**src/rtl/core/aphc_pkg.sv**
```systemverilog
// Shared types, opcode constants and word decode functions for the ARM64
// prologue hook classifier. No dependencies; the decode, score, top and testbench files import it.
`default_nettype none

package aphc_pkg;

    // Each window carries eight 32-bit instruction words.
    localparam int AVAIL_WORDS      = 8;
    localparam int DEF_WINDOW_WORDS = 8;

    typedef logic [31:0]                   t_word;
    typedef logic [AVAIL_WORDS-1:0][31:0]  t_window;
    typedef logic signed [25:0]            t_imm;
    typedef logic [3:0]                    t_score;

    // Confidence codes.
    typedef enum logic [1:0] {
        CONF_NONE   = 2'd0,
        CONF_LOW    = 2'd1,
        CONF_MEDIUM = 2'd2,
        CONF_HIGH   = 2'd3
    } t_conf;

    // Opcodes and their masks.
    localparam t_word OP_NOP  = 32'hD503_201F;
    localparam t_word M_SVC   = 32'hFFE0_001F;
    localparam t_word OP_SVC  = 32'hD400_0001;
    localparam t_word M_B     = 32'hFC00_0000;
    localparam t_word OP_B    = 32'h1400_0000;
    localparam t_word OP_BL   = 32'h9400_0000;
    localparam t_word M_BR    = 32'hFFFF_FC1F;
    localparam t_word OP_BR   = 32'hD61F_0000;
    localparam t_word OP_BLR  = 32'hD63F_0000;
    localparam t_word OP_RET  = 32'hD65F_03C0;
    localparam t_word M_ADRP  = 32'h9F00_0000;
    localparam t_word OP_ADRP = 32'h9000_0000;
    localparam t_word M_LDR   = 32'hFFC0_0000;
    localparam t_word OP_LDR  = 32'hF940_0000;
    localparam t_word M_MOVZ  = 32'hFFE0_0000;
    localparam t_word OP_MOVZ = 32'hD280_0000;

    // Branch offset limits, expressed on imm26 (byte offset divided by four).
    localparam t_imm IMM_ZERO     = 26'sd0;
    localparam t_imm IMM_WRAP_LIM = 26'sd16384;     // 0x10000 bytes
    localparam t_imm IMM_TAIL_LIM = 26'sd128;       // 0x200 bytes
    localparam t_imm IMM_NEAR_POS = 26'sd1024;      // 0x1000 bytes
    localparam t_imm IMM_NEAR_NEG = -26'sd1024;
    localparam t_imm IMM_FAR_POS  = 26'sd262144;    // 0x100000 bytes
    localparam t_imm IMM_FAR_NEG  = -26'sd262144;

    // Score weights.
    localparam t_score SC_SVC      = 4'd3;
    localparam t_score SC_B_FAR    = 4'd3;
    localparam t_score SC_B_NEAR   = 4'd1;
    localparam t_score SC_INDIRECT = 4'd2;
    localparam t_score SC_CALL     = 4'd2;
    localparam t_score SC_NONE     = 4'd0;

    // Decoded flags carried from the decode stage to the scoring stage.
    typedef struct packed {
        logic d_syscall;   // NOP, MOVZ, SVC stub on disk
        logic d_plt;       // ADRP then LDR on disk
        logic d_wrap;      // short forward B on disk
        logic d_b;
        logic d_nop;
        logic d_bl;
        logic d_ind;
        logic m_b;
        logic m_tail;      // backward or very short forward B in memory
        logic m_near;      // nonzero B within 0x1000 bytes in memory
        logic m_far;       // B beyond 0x100000 bytes in memory
        logic m_bl;
        logic m_ind;
        logic m_ret;       // RET in the first four live words
        logic d_svc;
        logic m_svc;
    } t_dec;

    function automatic logic is_b(input t_word w);
        return (w & M_B) == OP_B;
    endfunction

    function automatic logic is_bl(input t_word w);
        return (w & M_B) == OP_BL;
    endfunction

    function automatic logic is_svc(input t_word w);
        return (w & M_SVC) == OP_SVC;
    endfunction

    function automatic logic is_indirect(input t_word w);
        return ((w & M_BR) == OP_BR) || ((w & M_BR) == OP_BLR);
    endfunction

    function automatic t_imm br_imm(input t_word w);
        return t_imm'(w[25:0]);
    endfunction

endpackage

`default_nettype wire

```
**src/rtl/core/aphc_decode.sv**
```systemverilog
// First pipeline stage: decodes both instruction windows into a flag set.
// Depends on aphc_pkg.
`default_nettype none

module aphc_decode
    import aphc_pkg::*;
#(
    parameter int WINDOW_WORDS = DEF_WINDOW_WORDS
)
(
    input  wire logic    i_clk,
    input  wire logic    i_rst_n,
    input  wire logic    i_valid,
    input  wire t_window i_disk,
    input  wire t_window i_live,
    output logic         o_valid,
    output t_dec         o_dec
);

    // The SVC scan never reaches past the words that the input carries.
    localparam int SCAN_WORDS = (WINDOW_WORDS < AVAIL_WORDS) ? WINDOW_WORDS : AVAIL_WORDS;

    logic r_valid;
    t_dec r_dec;
    t_dec n_dec;
    t_imm w_dimm;
    t_imm w_mimm;

    // Per-word pattern tests; the SVC scans cover independent words.
    always_comb begin
        w_dimm = br_imm(i_disk[0]);
        w_mimm = br_imm(i_live[0]);

        n_dec.d_syscall = (i_disk[0] == OP_NOP) && ((i_disk[1] & M_MOVZ) == OP_MOVZ)
                          && is_svc(i_disk[2]);
        n_dec.d_plt     = ((i_disk[0] & M_ADRP) == OP_ADRP)
                          && ((i_disk[1] & M_LDR) == OP_LDR);
        n_dec.d_b       = is_b(i_disk[0]);
        n_dec.d_wrap    = is_b(i_disk[0]) && (w_dimm > IMM_ZERO) && (w_dimm < IMM_WRAP_LIM);
        n_dec.d_nop     = i_disk[0] == OP_NOP;
        n_dec.d_bl      = is_bl(i_disk[0]);
        n_dec.d_ind     = is_indirect(i_disk[0]);

        n_dec.m_b       = is_b(i_live[0]);
        n_dec.m_tail    = (w_mimm < IMM_ZERO)
                          || ((w_mimm > IMM_ZERO) && (w_mimm < IMM_TAIL_LIM));
        n_dec.m_near    = ((w_mimm > IMM_ZERO) && (w_mimm < IMM_NEAR_POS))
                          || ((w_mimm < IMM_ZERO) && (w_mimm > IMM_NEAR_NEG));
        n_dec.m_far     = (w_mimm > IMM_FAR_POS) || (w_mimm < IMM_FAR_NEG);
        n_dec.m_bl      = is_bl(i_live[0]);
        n_dec.m_ind     = is_indirect(i_live[0]);

        n_dec.m_ret     = 1'b0;
        for (int i = 0; i < 4; i++) begin
            if (i_live[i] == OP_RET) begin
                n_dec.m_ret = 1'b1;
            end
        end

        n_dec.d_svc = 1'b0;
        n_dec.m_svc = 1'b0;
        for (int i = 0; i < SCAN_WORDS; i++) begin
            if (is_svc(i_disk[i])) begin
                n_dec.d_svc = 1'b1;
            end
            if (is_svc(i_live[i])) begin
                n_dec.m_svc = 1'b1;
            end
        end
    end

    // Stage register; only the valid bit is reset.
    always_ff @(posedge i_clk) begin
        if (!i_rst_n) begin
            r_valid <= 1'b0;
        end else begin
            r_valid <= i_valid;
        end
        r_dec <= n_dec;
    end

    assign o_valid = r_valid;
    assign o_dec   = r_dec;

endmodule

`default_nettype wire

```
**src/rtl/core/aphc_score.sv**
```systemverilog
// Second and third pipeline stages: benign filters and score sum, then the
// mapping to a confidence level. Depends on aphc_pkg.
`default_nettype none

module aphc_score
    import aphc_pkg::*;
(
    input  wire logic  i_clk,
    input  wire logic  i_rst_n,
    input  wire logic  i_valid,
    input  wire t_dec  i_dec,
    output logic       o_valid,
    output t_conf      o_conf
);

    logic   r_valid2;
    logic   r_benign;
    t_score r_score;
    logic   n_benign;
    t_score n_score;
    logic   w_svc_rm;
    logic   w_b_add;
    logic   r_valid3;
    t_conf  r_conf;
    t_conf  n_conf;

    // Benign filters and score terms. The alternative-implementation filter
    // needs a RET in the first three live words, which the early-return
    // filter already catches, so it is not built.
    always_comb begin
        w_svc_rm = i_dec.d_svc && !i_dec.m_svc;
        w_b_add  = i_dec.m_b && !i_dec.d_b && !i_dec.d_nop && !i_dec.d_plt;

        n_benign = i_dec.d_syscall || i_dec.d_plt || i_dec.d_wrap
                   || (i_dec.m_b && i_dec.m_tail) || i_dec.m_ret
                   || (w_svc_rm && i_dec.m_b && i_dec.m_near);

        n_score = (w_svc_rm ? SC_SVC : SC_NONE)
                  + (w_b_add ? (i_dec.m_far ? SC_B_FAR : SC_B_NEAR) : SC_NONE)
                  + ((i_dec.m_ind && !i_dec.d_ind) ? SC_INDIRECT : SC_NONE)
                  + ((i_dec.m_bl && !i_dec.d_bl) ? SC_CALL : SC_NONE);
    end

    // Saturate the score into a confidence level; a benign item maps to none.
    always_comb begin
        if (r_benign) begin
            n_conf = CONF_NONE;
        end else if (r_score >= 4'd3) begin
            n_conf = CONF_HIGH;
        end else begin
            n_conf = t_conf'(r_score[1:0]);
        end
    end

    always_ff @(posedge i_clk) begin
        if (!i_rst_n) begin
            r_valid2 <= 1'b0;
            r_valid3 <= 1'b0;
        end else begin
            r_valid2 <= i_valid;
            r_valid3 <= r_valid2;
        end
        r_benign <= n_benign;
        r_score  <= n_score;
        r_conf   <= n_conf;
    end

    assign o_valid = r_valid3;
    assign o_conf  = r_conf;

endmodule

`default_nettype wire

```
**src/rtl/core/arm64_patch_hook_classifier_top.sv**
```systemverilog
// A result strobes once its item has passed the decode, score and map registers.
// Throughput: one item per cycle once busy is low; three register stages, decode, score, map.
// busy is high during reset and until the ready flag is set, then stays low.
// Reset is synchronous, active low, and clears the ready flag and the stage valid bits.
// Depends on aphc_pkg, aphc_decode and aphc_score.
`default_nettype none

module arm64_patch_hook_classifier_top
    import aphc_pkg::*;
#(
    parameter int WINDOW_WORDS = DEF_WINDOW_WORDS
)
(
    input  wire logic        i_clk,
    input  wire logic        i_rst_n,
    input  wire logic        start,
    output logic             busy,
    input  wire logic [63:0] i_disk_words_0_1,
    input  wire logic [63:0] i_disk_words_2_3,
    input  wire logic [63:0] i_disk_words_4_5,
    input  wire logic [63:0] i_disk_words_6_7,
    input  wire logic [63:0] i_live_words_0_1,
    input  wire logic [63:0] i_live_words_2_3,
    input  wire logic [63:0] i_live_words_4_5,
    input  wire logic [63:0] i_live_words_6_7,
    output logic             o_valid,
    output logic [1:0]       o_confidence
);

    logic    r_ready;
    logic    w_accept;
    t_window w_disk;
    t_window w_live;
    logic    w_dec_valid;
    t_dec    w_dec;
    t_conf   w_conf;

    // Ready is registered and goes high in the cycle after reset is released.
    always_ff @(posedge i_clk) begin
        if (!i_rst_n) begin
            r_ready <= 1'b0;
        end else begin
            r_ready <= 1'b1;
        end
    end

    assign busy     = !r_ready;
    assign w_accept = start && r_ready;

    // Even words sit in the low half of each input field.
    assign w_disk = {i_disk_words_6_7, i_disk_words_4_5, i_disk_words_2_3, i_disk_words_0_1};
    assign w_live = {i_live_words_6_7, i_live_words_4_5, i_live_words_2_3, i_live_words_0_1};

    aphc_decode #(
        .WINDOW_WORDS (WINDOW_WORDS)
    ) u_decode (
        .i_clk   (i_clk),
        .i_rst_n (i_rst_n),
        .i_valid (w_accept),
        .i_disk  (w_disk),
        .i_live  (w_live),
        .o_valid (w_dec_valid),
        .o_dec   (w_dec)
    );

    aphc_score u_score (
        .i_clk   (i_clk),
        .i_rst_n (i_rst_n),
        .i_valid (w_dec_valid),
        .i_dec   (w_dec),
        .o_valid (o_valid),
        .o_conf  (w_conf)
    );

    assign o_confidence = w_conf;

endmodule

`default_nettype wire

```
**config.mk**
```make
export PLATFORM = sky130hd
export DESIGN_NAME = arm64_patch_hook_classifier_top
export DESIGN_NICKNAME = d
export VERILOG_FILES = /design/src/rtl/core/aphc_pkg.sv /design/src/rtl/core/aphc_decode.sv /design/src/rtl/core/aphc_score.sv /design/src/rtl/core/arm64_patch_hook_classifier_top.sv
export SDC_FILE = /design/constraint.sdc
export NUM_CORES = 1
export LEC_CHECK = 0
export ABC_AREA = 1
export ABC_CLOCK_PERIOD_IN_PS = 2100
export BUFFER_PORTS_ARGS = -buffer_cell sky130_fd_sc_hd__buf_4
export CAP_MARGIN = 40
export CORE_AREA = 10 10 191 193
export CTS_CLUSTER_SIZE = 25
export DETAILED_ROUTE_END_ITERATION = 10
export DIE_AREA = 0 0 201 203
export GPL_TIMING_DRIVEN = 0
export PLACE_DENSITY = 0.47
export SLEW_MARGIN = 5
export SYNTH_ARGS = -nofsm -noshare
export SYNTH_HDL_FRONTEND = slang
export SYNTH_SLANG_ARGS = --single-unit
```
**constraint.sdc**
```tcl
create_clock -name i_clk -period 2.1 [get_ports i_clk]
set_input_delay 0.63 -clock i_clk [delete_from_list [all_inputs] [get_ports i_clk]]
set_output_delay 0.63 -clock i_clk [all_outputs]
set_load 0.02 [all_outputs]
```
==> results.json, run 1 <==
{
  "synth_area_leader_cell": "nor2_1",
  "cp-endpoint": "u_score.r_score[2]$_DFF_P_",
  "post_cts_buffers": 0,
  "io_pins": 519,
  "viasPerCell": 3.27,
  "dr.pass1.iters": 4,
  "core_area_um2": 32500,
  "syn2layout_area_growth_pct": 113,
  "clock_latency_ps": 260,
  "num-nets-final": 1432,
  "synth-edff-count": 0,
  "cap_violations": 0,
  "cellPowerDensity_nw_per_um2": 274,
  "grt.overflow.total": 0,
  "hold_viol": 0,
  "antenna_left": 0,
  "slew_headroom_pct": 75.9,
  "worst_pin_slew_ps": 359,
  "hp-class": "reg -> reg",
  "clock_path_buffers": 2,
  "antenna_cells": 0,
  "synthTopCellsByArea": "nor2_1 (21%), nand2_1 (20%), dfxtp_1 (19%)",
  "htree_levels": 1,
  "rr_worst_depth": 5,
  "syn_avg_cell_area_um2": 5.02,
  "seq_area_frac_synth_pct": 19.0,
  "clock_skew_ps": 6.56,
  "initial_utilization_pct": 8.75,
  "numCtsBuffers": 3,
  "grt_max_degree": 18,
  "track_usage_pct": 7.85,
  "wl_per_cell_um": 12.6,
  "antenna_found_initial": 0,
  "required_ps": 2250,
  "first_iter_violations": 89,
  "ir_drop_mv": 0.249,
  "setup_viol_count_final": 0,
  "ys_ff_latch": 27,
  "dpl.hpwl_mm": 16.3,
  "report.final.slew_viol_count": 0,
  "syn_nets": 1085,
  "dieArea_um2": 40800,
  "min_from": "u_score.r_valid2$_SDFF_PN0_",
  "drc": 0,
  "cp.arrival_ps": 2110,
  "synthTopCellsByCount": "nor2_1 (162), nand2_1 (149), inv_1 (124)",
  "dp_cells": 1350,
  "drive_above_1_share_pct": 38.6,
  "first_global_vias": 5026,
  "ctsRootBufferMaster": "clkbuf_16",
  "fin_util_pct": 18.7,
  "p_leak_nw": 3.20,
  "synth_cells": 566,
  "status": "finished clean",
  "vias": 4430,
  "startpoint_type": "flop",
  "cts.reportedPaths.clkPinSlew_ps": 70,
  "synth-warning-count": 0,
  "period_share_pct": 93.0,
  "critPathLaunch": "u_decode.o_dec[14]$_DFF_P_",
  "tritoncts": "done",
  "synthMostInstantiatedCell": "nor2_1",
  "cp_max_fo": 2,
  "die_w_um": 201,
  "r2r_setup_slack_ps": 150,
  "worstSetupEndpointType": "flop",
  "synth_area_um2": 2840,
  "worstSetupPathType": "reg -> reg",
  "synth_top_area_share_pct": 21.4,
  "period_needed_ps": 1950,
  "r2r-end": "u_score.r_score[2]$_DFF_P_",
  "detail_route.wirelength_mm": 17.0,
  "max_freq_mhz": 512,
  "die_y_um": 203,
  "io_buffers": 342,
  "grt_pass1_wl_mm": 25.6,
  "r2r-start": "u_decode.o_dec[14]$_DFF_P_",
  "fin_area_um2": 6060,
  "synthArstFlopShare_pct": 0,
  "cts.sink_count": 27,
  "rsz0062_at_grt": "no",
  "num_rows": 66,
  "placement.cell_area_um2": 5960,
  "synth_cell_types": 25,
  "final_cells": 1354,
  "ys.flop_type": "dfxtp_1",
  "gp_congestion": 0.786
}
critical path: stages (launching register included):
cell and delay [ps]:
dfxtp_1 340, nor4_4 320, nand2_1 100, fa_1 490
fa_1 450, xor2_1 150
layout by cell type (no fill, tap or decap), types with 2 or more instances in the layout:
master | Yosys | layout
buf_4 | 0 | 342
nor2_1 | 162 | 162
nand2_1 | 149 | 149
inv_1 | 124 | 124
nand3_1 | 27 | 27
dfxtp_1 | 27 | 27
nand4_1 | 22 | 22
nor3_1 | 13 | 13
nand3b_1 | 11 | 11
a21oi_1 | 4 | 4
or2_1 | 4 | 4
clkbuf_16 | 0 | 3
nor4_1 | 3 | 2
nor3_2 | 2 | 2
nor3b_1 | 2 | 2
and3_1 | 2 | 2
o21ai_0 | 2 | 2
fa_1 | 2 | 2
ha_1 | 2 | 2
repair_timing:
action,4_1_cts,5_1_grt
hold buffers,0,0
pin swaps,0,1
setup endpoints to repair,3,3
cloned,0,0
resized for setup,1,1
worst min-delay path by stage:
stage,end,cells past startpoint
after global routing,u_score.o_valid$_SDFF_PN0_,2
after global placement,u_score.o_valid$_SDFF_PN0_,2
after CTS,u_score.o_valid$_SDFF_PN0_,2
after floorplan,u_score.o_valid$_SDFF_PN0_,2
final,u_score.o_valid$_SDFF_PN0_,2
after detailed placement,u_score.o_valid$_SDFF_PN0_,2
state kept, by name (all words and copies together), names as in the netlist:
name and flops:
u_score.o_conf 2, u_decode.o_valid 1, u_score.o_valid 1, u_score.r_score 4, u_score.r_benign 1, u_decode.o_dec 16
r_ready 1, u_score.r_valid2 1
power breakdown:
group / total, mW / internal [mW] / switching, mW
combinational: 0.695 / 0.467 / 0.228
clock: 0.444 / 0.263 / 0.181
sequential: 0.520 / 0.518 / 0.00190
cell families (layout without fill, tap and decap cells):
| family | count (synthesis) | after routing | share of synthesized area [%] |
|---|---|---|---|
| DFF | 27 | 27 | 19.0 |
| adders and majority gates | 4 | 4 | 2.29 |
| buffers and inverters | 124 | 470 | 16.4 |
| and+or+nand+nor | 403 | 403 | 60.7 |
| xor gates and xnor gates | 1 | 1 | 0.308 |
| AOI/OAI and AO/OA | 7 | 7 | 1.32 |
metrics by stage:
stage                     setup WS, ps  total power [mW]  hold slack, ps  setup TNS [ps]
after floorplan                    194             0.688             386               0
after global placement           -49.1              1.23             389           -80.2
after detailed placement          -109              1.24             395            -238
after CTS                         2.80              1.69             410               0
after global routing              19.2              1.79             439               0
final                              146              1.66             412               0
per-layer routing:
metal	share of wire, %	global-route usage, %
met5	0	0
met4	1.0	0.947
met3	10	3.10
met2	53	15.7
met1	36	7.51
layout make-up:
class	instances	area, um2
multi-input cells	415	1850
clock inverters	1	8.76
well taps	442	553
repair buffers	342	2570
clock buffers	3	75.1
inverters	124	465
flip-flops and latches	27	541
fillers	3752	26400
Power figures use the tool's default switching activity.
==> run 2: changes to the inputs <==
--- a/config.mk
+++ b/config.mk
@@ -15,6 +15,7 @@
 export DIE_AREA = 0 0 201 203
 export GPL_TIMING_DRIVEN = 0
 export PLACE_DENSITY = 0.47
+export RECOVER_POWER = 25
 export SLEW_MARGIN = 5
 export SYNTH_ARGS = -nofsm -noshare
 export SYNTH_HDL_FRONTEND = slang
==> results.json, run 2 (synthesis results as in run 1) <==
{
  "status": "finished clean",
  "largest_register_ff_count": 16,
  "io_pins": 519,
  "tritoncts": "done",
  "worst_pin_slew_ps": 359,
  "grt.overflow.total": 0,
  "ir_drop_mv": 0.249,
  "cp_max_fo": 2,
  "grt_pass1_wl_mm": 25.6,
  "core_area_um2": 32500,
  "antenna_cells": 0,
  "p_leak_nw": 3.20,
  "setup_ws_ps": 146,
  "wl_per_cell_um": 12.6,
  "clock_latency_ps": 260,
  "slew_headroom_pct": 75.9,
  "hp-class": "reg -> reg",
  "placement.cell_area_um2": 5960,
  "num-nets-final": 1432,
  "vias": 4433,
  "detail_route.wirelength_mm": 17.0,
  "fin_area_um2": 6060,
  "post_cts_buffers": 0,
  "hold_ws_ps": 412,
  "clock_path_buffers": 2,
  "regArea_um2": 541,
  "hold_buffers": 0,
  "required_ps": 2250,
  "antenna_found_initial": 0,
  "holdPathStages": 2,
  "place_ws_ps": -109,
  "drive_above_1_share_pct": 38.5,
  "report.final.slew_viol_count": 0,
  "die_w_um": 201,
  "die_y_um": 203,
  "fin_tns_setup_ps": 0,
  "fillers": 3754,
  "r2r-start": "u_decode.o_dec[14]$_DFF_P_",
  "startpoint_type": "flop",
  "gp_congestion": 0.786,
  "first_global_vias": 5026,
  "viasPerCell": 3.27,
  "htree_levels": 1,
  "multi_input_area_um2": 1850,
  "worstSetupEndpointType": "flop",
  "io_buffers": 342,
  "period_needed_ps": 1950,
  "setup_viol_count_final": 0,
  "cts.sink_count": 27,
  "syn2layout_area_growth_pct": 113,
  "min_from": "u_score.r_valid2$_SDFF_PN0_",
  "cellPowerDensity_nw_per_um2": 274,
  "fin_util_pct": 18.7,
  "period_share_pct": 93.1,
  "cts.reportedPaths.clkPinSlew_ps": 70,
  "r2r_setup_slack_ps": 150,
  "cp.arrival_ps": 2110,
  "dr.pass1.iters": 4,
  "drc": 0,
  "rsz0062_at_grt": "no",
  "hold_viol": 0,
  "grt_max_degree": 18,
  "rr_worst_depth": 5,
  "track_usage_pct": 7.85,
  "worst_hold_path.endpoint": "u_score.o_valid$_SDFF_PN0_",
  "dieArea_um2": 40800,
  "p_total_mw": 1.66,
  "max_freq_mhz": 512,
  "antenna_left": 0,
  "final_cells": 1354,
  "layout_common_cells": "buf_4 (340), nor2_1 (162), nand2_1 (149)",
  "r2r-end": "u_score.r_score[2]$_DFF_P_",
  "cap_violations": 0,
  "first_iter_violations": 89,
  "worstSetupPathType": "reg -> reg",
  "final_common_cell": "buf_4",
  "numCtsBuffers": 3,
  "dp_cells": 1350,
  "clock_skew_ps": 6.73,
  "dpl.hpwl_mm": 16.3,
  "initial_utilization_pct": 8.75,
  "ctsRootBufferMaster": "clkbuf_16",
  "critPathLaunch": "u_decode.o_dec[14]$_DFF_P_",
  "num_rows": 66
}
## run 2: area by class of cell
cell class	instances	area share (%)
inverters	124	7.69
clock inverters	1	0.145
repair buffers	342	42.3
clock buffers	3	1.24
well taps	442	9.13
flip-flops and latches	27	8.93
multi-input cells	415	30.5
## run 2: worst max-delay path by stage
| stage | to | slack [ps] | cells after the start |
|---|---|---|---|
| final | u_score.r_score[2]$_DFF_P_ | 150 | 5 |
| after global routing | u_score.r_score[2]$_DFF_P_ | 20 | 5 |
| after CTS | u_score.r_score[2]$_DFF_P_ | 3 | 6 |
| after detailed placement | u_score.r_score[2]$_DFF_P_ | -110 | 6 |
| after global placement | u_score.r_score[2]$_DFF_P_ | -50 | 6 |
| after floorplan | u_score.r_score[2]$_DFF_P_ | 190 | 5 |
## run 2: repair_timing
item,in CTS,in global routing
pin swaps,0,1
endpoints found under the setup margin,3,3
gates resized for setup,1,1
## run 2: power by group
part	switching [mW]	internal [mW]	total, mW	leakage, nW
Combinational	0.228	0.466	0.694	2.94
Sequential	0.00190	0.518	0.520	0.219
Clock	0.180	0.263	0.443	0.0415
Total	0.410	1.25	1.66	3.20
## run 2: critical path: stages (launching register included)
cell	delay, ps
dfxtp_1	340
nor4_4	320
nand2_1	100
fa_1	490
fa_1	450
xor2_1	150
## run 2: layer usage
layer	up-vias	routed length (um)	global-route usage, %	share of wire, %
met5	-	0	0	0
met4	0	174	0.947	1.0
met3	10	1690	3.10	9.9
met2	222	9080	15.7	53
met1	1812	6080	7.51	36
li1	2389	-	-	-
==> run 3: changes to the inputs <==
--- a/config.mk
+++ b/config.mk
@@ -6,15 +6,15 @@
 export NUM_CORES = 1
 export LEC_CHECK = 0
 export ABC_AREA = 1
-export ABC_CLOCK_PERIOD_IN_PS = 2100
+export ABC_CLOCK_PERIOD_IN_PS = 2300
 export BUFFER_PORTS_ARGS = -buffer_cell sky130_fd_sc_hd__buf_4
 export CAP_MARGIN = 40
-export CORE_AREA = 10 10 191 193
+export CORE_AREA = 10 10 196 198
 export CTS_CLUSTER_SIZE = 25
 export DETAILED_ROUTE_END_ITERATION = 10
-export DIE_AREA = 0 0 201 203
+export DIE_AREA = 0 0 206 208
 export GPL_TIMING_DRIVEN = 0
-export PLACE_DENSITY = 0.47
+export PLACE_DENSITY = 0.44
 export RECOVER_POWER = 25
 export SLEW_MARGIN = 5
 export SYNTH_ARGS = -nofsm -noshare
==> constraint.sdc (replaced) <==
create_clock -name i_clk -period 2.3 [get_ports i_clk]
set_input_delay 0.69 -clock i_clk [delete_from_list [all_inputs] [get_ports i_clk]]
set_output_delay 0.69 -clock i_clk [all_outputs]
set_load 0.02 [all_outputs]
==> results.json, run 3 (synthesis results as in run 1) <==
{
  "status": "finished clean",
  "first_global_vias": 4891,
  "setup_ws_ps": 208,
  "worstSetupPathType": "reg -> reg",
  "ctsRootBufferMaster": "clkbuf_16",
  "cts.reportedPaths.clkPinSlew_ps": 70,
  "multi_input_area_um2": 1830,
  "ir_drop_mv": 0.246,
  "htree_levels": 1,
  "antenna_cells": 0,
  "die_w_um": 206,
  "r2r-start": "u_decode.o_dec[8]$_DFF_P_",
  "cpMostUsedCell": "fa_1",
  "antenna_found_initial": 1,
  "worstSetupEndpointType": "flop",
  "rr_worst_depth": 6,
  "dieArea_um2": 42800,
  "io_buffers": 342,
  "period_share_pct": 90.9,
  "placement.cell_area_um2": 5980,
  "cts.sink_count": 27,
  "grt_max_degree": 18,
  "tritoncts": "done",
  "hold_viol": 0,
  "largest_register_ff_count": 16,
  "dr.pass1.iters": 4,
  "cp_cell_sequence": "inv_1 > nor4_1 > nand2_1 > fa_1 > fa_1 > xor2_1",
  "syn2layout_area_growth_pct": 113,
  "slew_headroom_pct": 62.9,
  "hp-class": "reg -> reg",
  "cap_violations": 0,
  "clock_latency_ps": 260,
  "wl_per_cell_um": 12.8,
  "drc": 0,
  "regArea_um2": 541,
  "numCtsBuffers": 3,
  "cp-endpoint": "u_score.r_score[2]$_DFF_P_",
  "cp.arrival_ps": 2240,
  "critPathLaunch": "u_decode.o_dec[8]$_DFF_P_",
  "gp_congestion": 0.834,
  "report.final.slew_viol_count": 0,
  "crit_slowest_cell": "fa_1",
  "layout_common_cells": "buf_4 (341), nor2_1 (162), nand2_1 (149)",
  "first_iter_violations": 105,
  "period_needed_ps": 2090,
  "fillers": 4028,
  "io_pins": 519,
  "track_usage_pct": 7.51,
  "core_area_um2": 34400,
  "post_cts_buffers": 0,
  "cellPowerDensity_nw_per_um2": 250,
  "post_cts_resized": 0,
  "num_rows": 68,
  "place_ws_ps": 179,
  "antenna_left": 0,
  "r2r-end": "u_score.r_score[2]$_DFF_P_",
  "clock_skew_ps": 3.47,
  "startpoint_type": "flop",
  "critical-path-max-stage-delay_ps": 500,
  "grt_pass1_wl_mm": 25.1,
  "final_common_cell": "buf_4",
  "fin_area_um2": 6060,
  "r2r_setup_slack_ps": 210,
  "drive_above_1_share_pct": 38.4,
  "grt.overflow.total": 0,
  "max_freq_mhz": 478,
  "initial_utilization_pct": 8.26,
  "rsz0062_at_grt": "no",
  "viasPerCell": 3.26,
  "cp_max_fo": 2,
  "vias": 4453,
  "setup_viol_count_final": 0,
  "p_leak_nw": 3.19,
  "worst_pin_slew_ps": 551,
  "dpl.hpwl_mm": 16.7,
  "die_y_um": 208,
  "required_ps": 2450,
  "clock_path_buffers": 2,
  "hold_buffers": 0,
  "num-nets-final": 1432,
  "fin_tns_setup_ps": 0,
  "detail_route.wirelength_mm": 17.5
}
-- run 3: changes by cell type in the layout (fill, tap and decap cells not counted), sizes merged --
| cell | previous run | this run |
|---|---|---|
| buf | 340 | 341 |
| clkbuf | 5 | 4 |
-- run 3: stage by stage --
stage	total power [mW]	hold slack [ps]	cells	utilization (%)
final	1.52	411	1367	17.6
after global routing	1.63	429	1367	17.6
after CTS	1.55	419	1367	17.6
after detailed placement	1.13	407	1363	17.4
after global placement	1.13	392	1363	17.4
after floorplan	0.628	386	566	-
-- run 3: layer usage --
layer  part of all wire (%)  global-route usage (%)  wire length, um  vias up
li1                       -                       -                -     2391
met1                     36                    7.38             6300     1808
met2                     51                    14.7             8990      242
met3                     12                    3.08             2110       10
met4                   0.49                   0.552               85        2
met5                  0.074                       0               13        -
-- run 3: cell type report --
type	count	share of cell area, %
well taps	455	9.40
clock inverters	1	0.145
flip-flops and latches	27	8.92
inverters	124	7.68
clock buffers	3	1.24
multi-input cells	415	30.3
repair buffers	342	42.3
-- run 3: how the worst min path moves through the flow --
stage / from / endpoint / cells after the start
detailed placement: u_score.r_valid2$_SDFF_PN0_ / u_score.o_valid$_SDFF_PN0_ / 2
global route: u_score.r_valid2$_SDFF_PN0_ / u_score.o_valid$_SDFF_PN0_ / 2
global placement: u_score.r_valid2$_SDFF_PN0_ / u_score.o_valid$_SDFF_PN0_ / 2
CTS: u_score.r_valid2$_SDFF_PN0_ / u_score.o_valid$_SDFF_PN0_ / 2
floorplan: u_score.r_valid2$_SDFF_PN0_ / u_score.o_valid$_SDFF_PN0_ / 2
finish: u_score.r_valid2$_SDFF_PN0_ / u_score.o_valid$_SDFF_PN0_ / 2
-- run 3: power breakdown --
part | switching, mW | internal, mW | total (mW)
clock | 0.163 | 0.240 | 0.403
combinational | 0.213 | 0.425 | 0.639
sequential | 0.00157 | 0.473 | 0.475
total | 0.378 | 1.14 | 1.52
-- run 3: critical path: cells and delay by family (launching register included) --
kind,cells,cell delay [ps]
adder cells (fa/ha/maj),2,940
AND/OR/NAND/NOR,2,510
flip-flops,1,340
XOR/XNOR,1,150
buffers and inverters,1,40
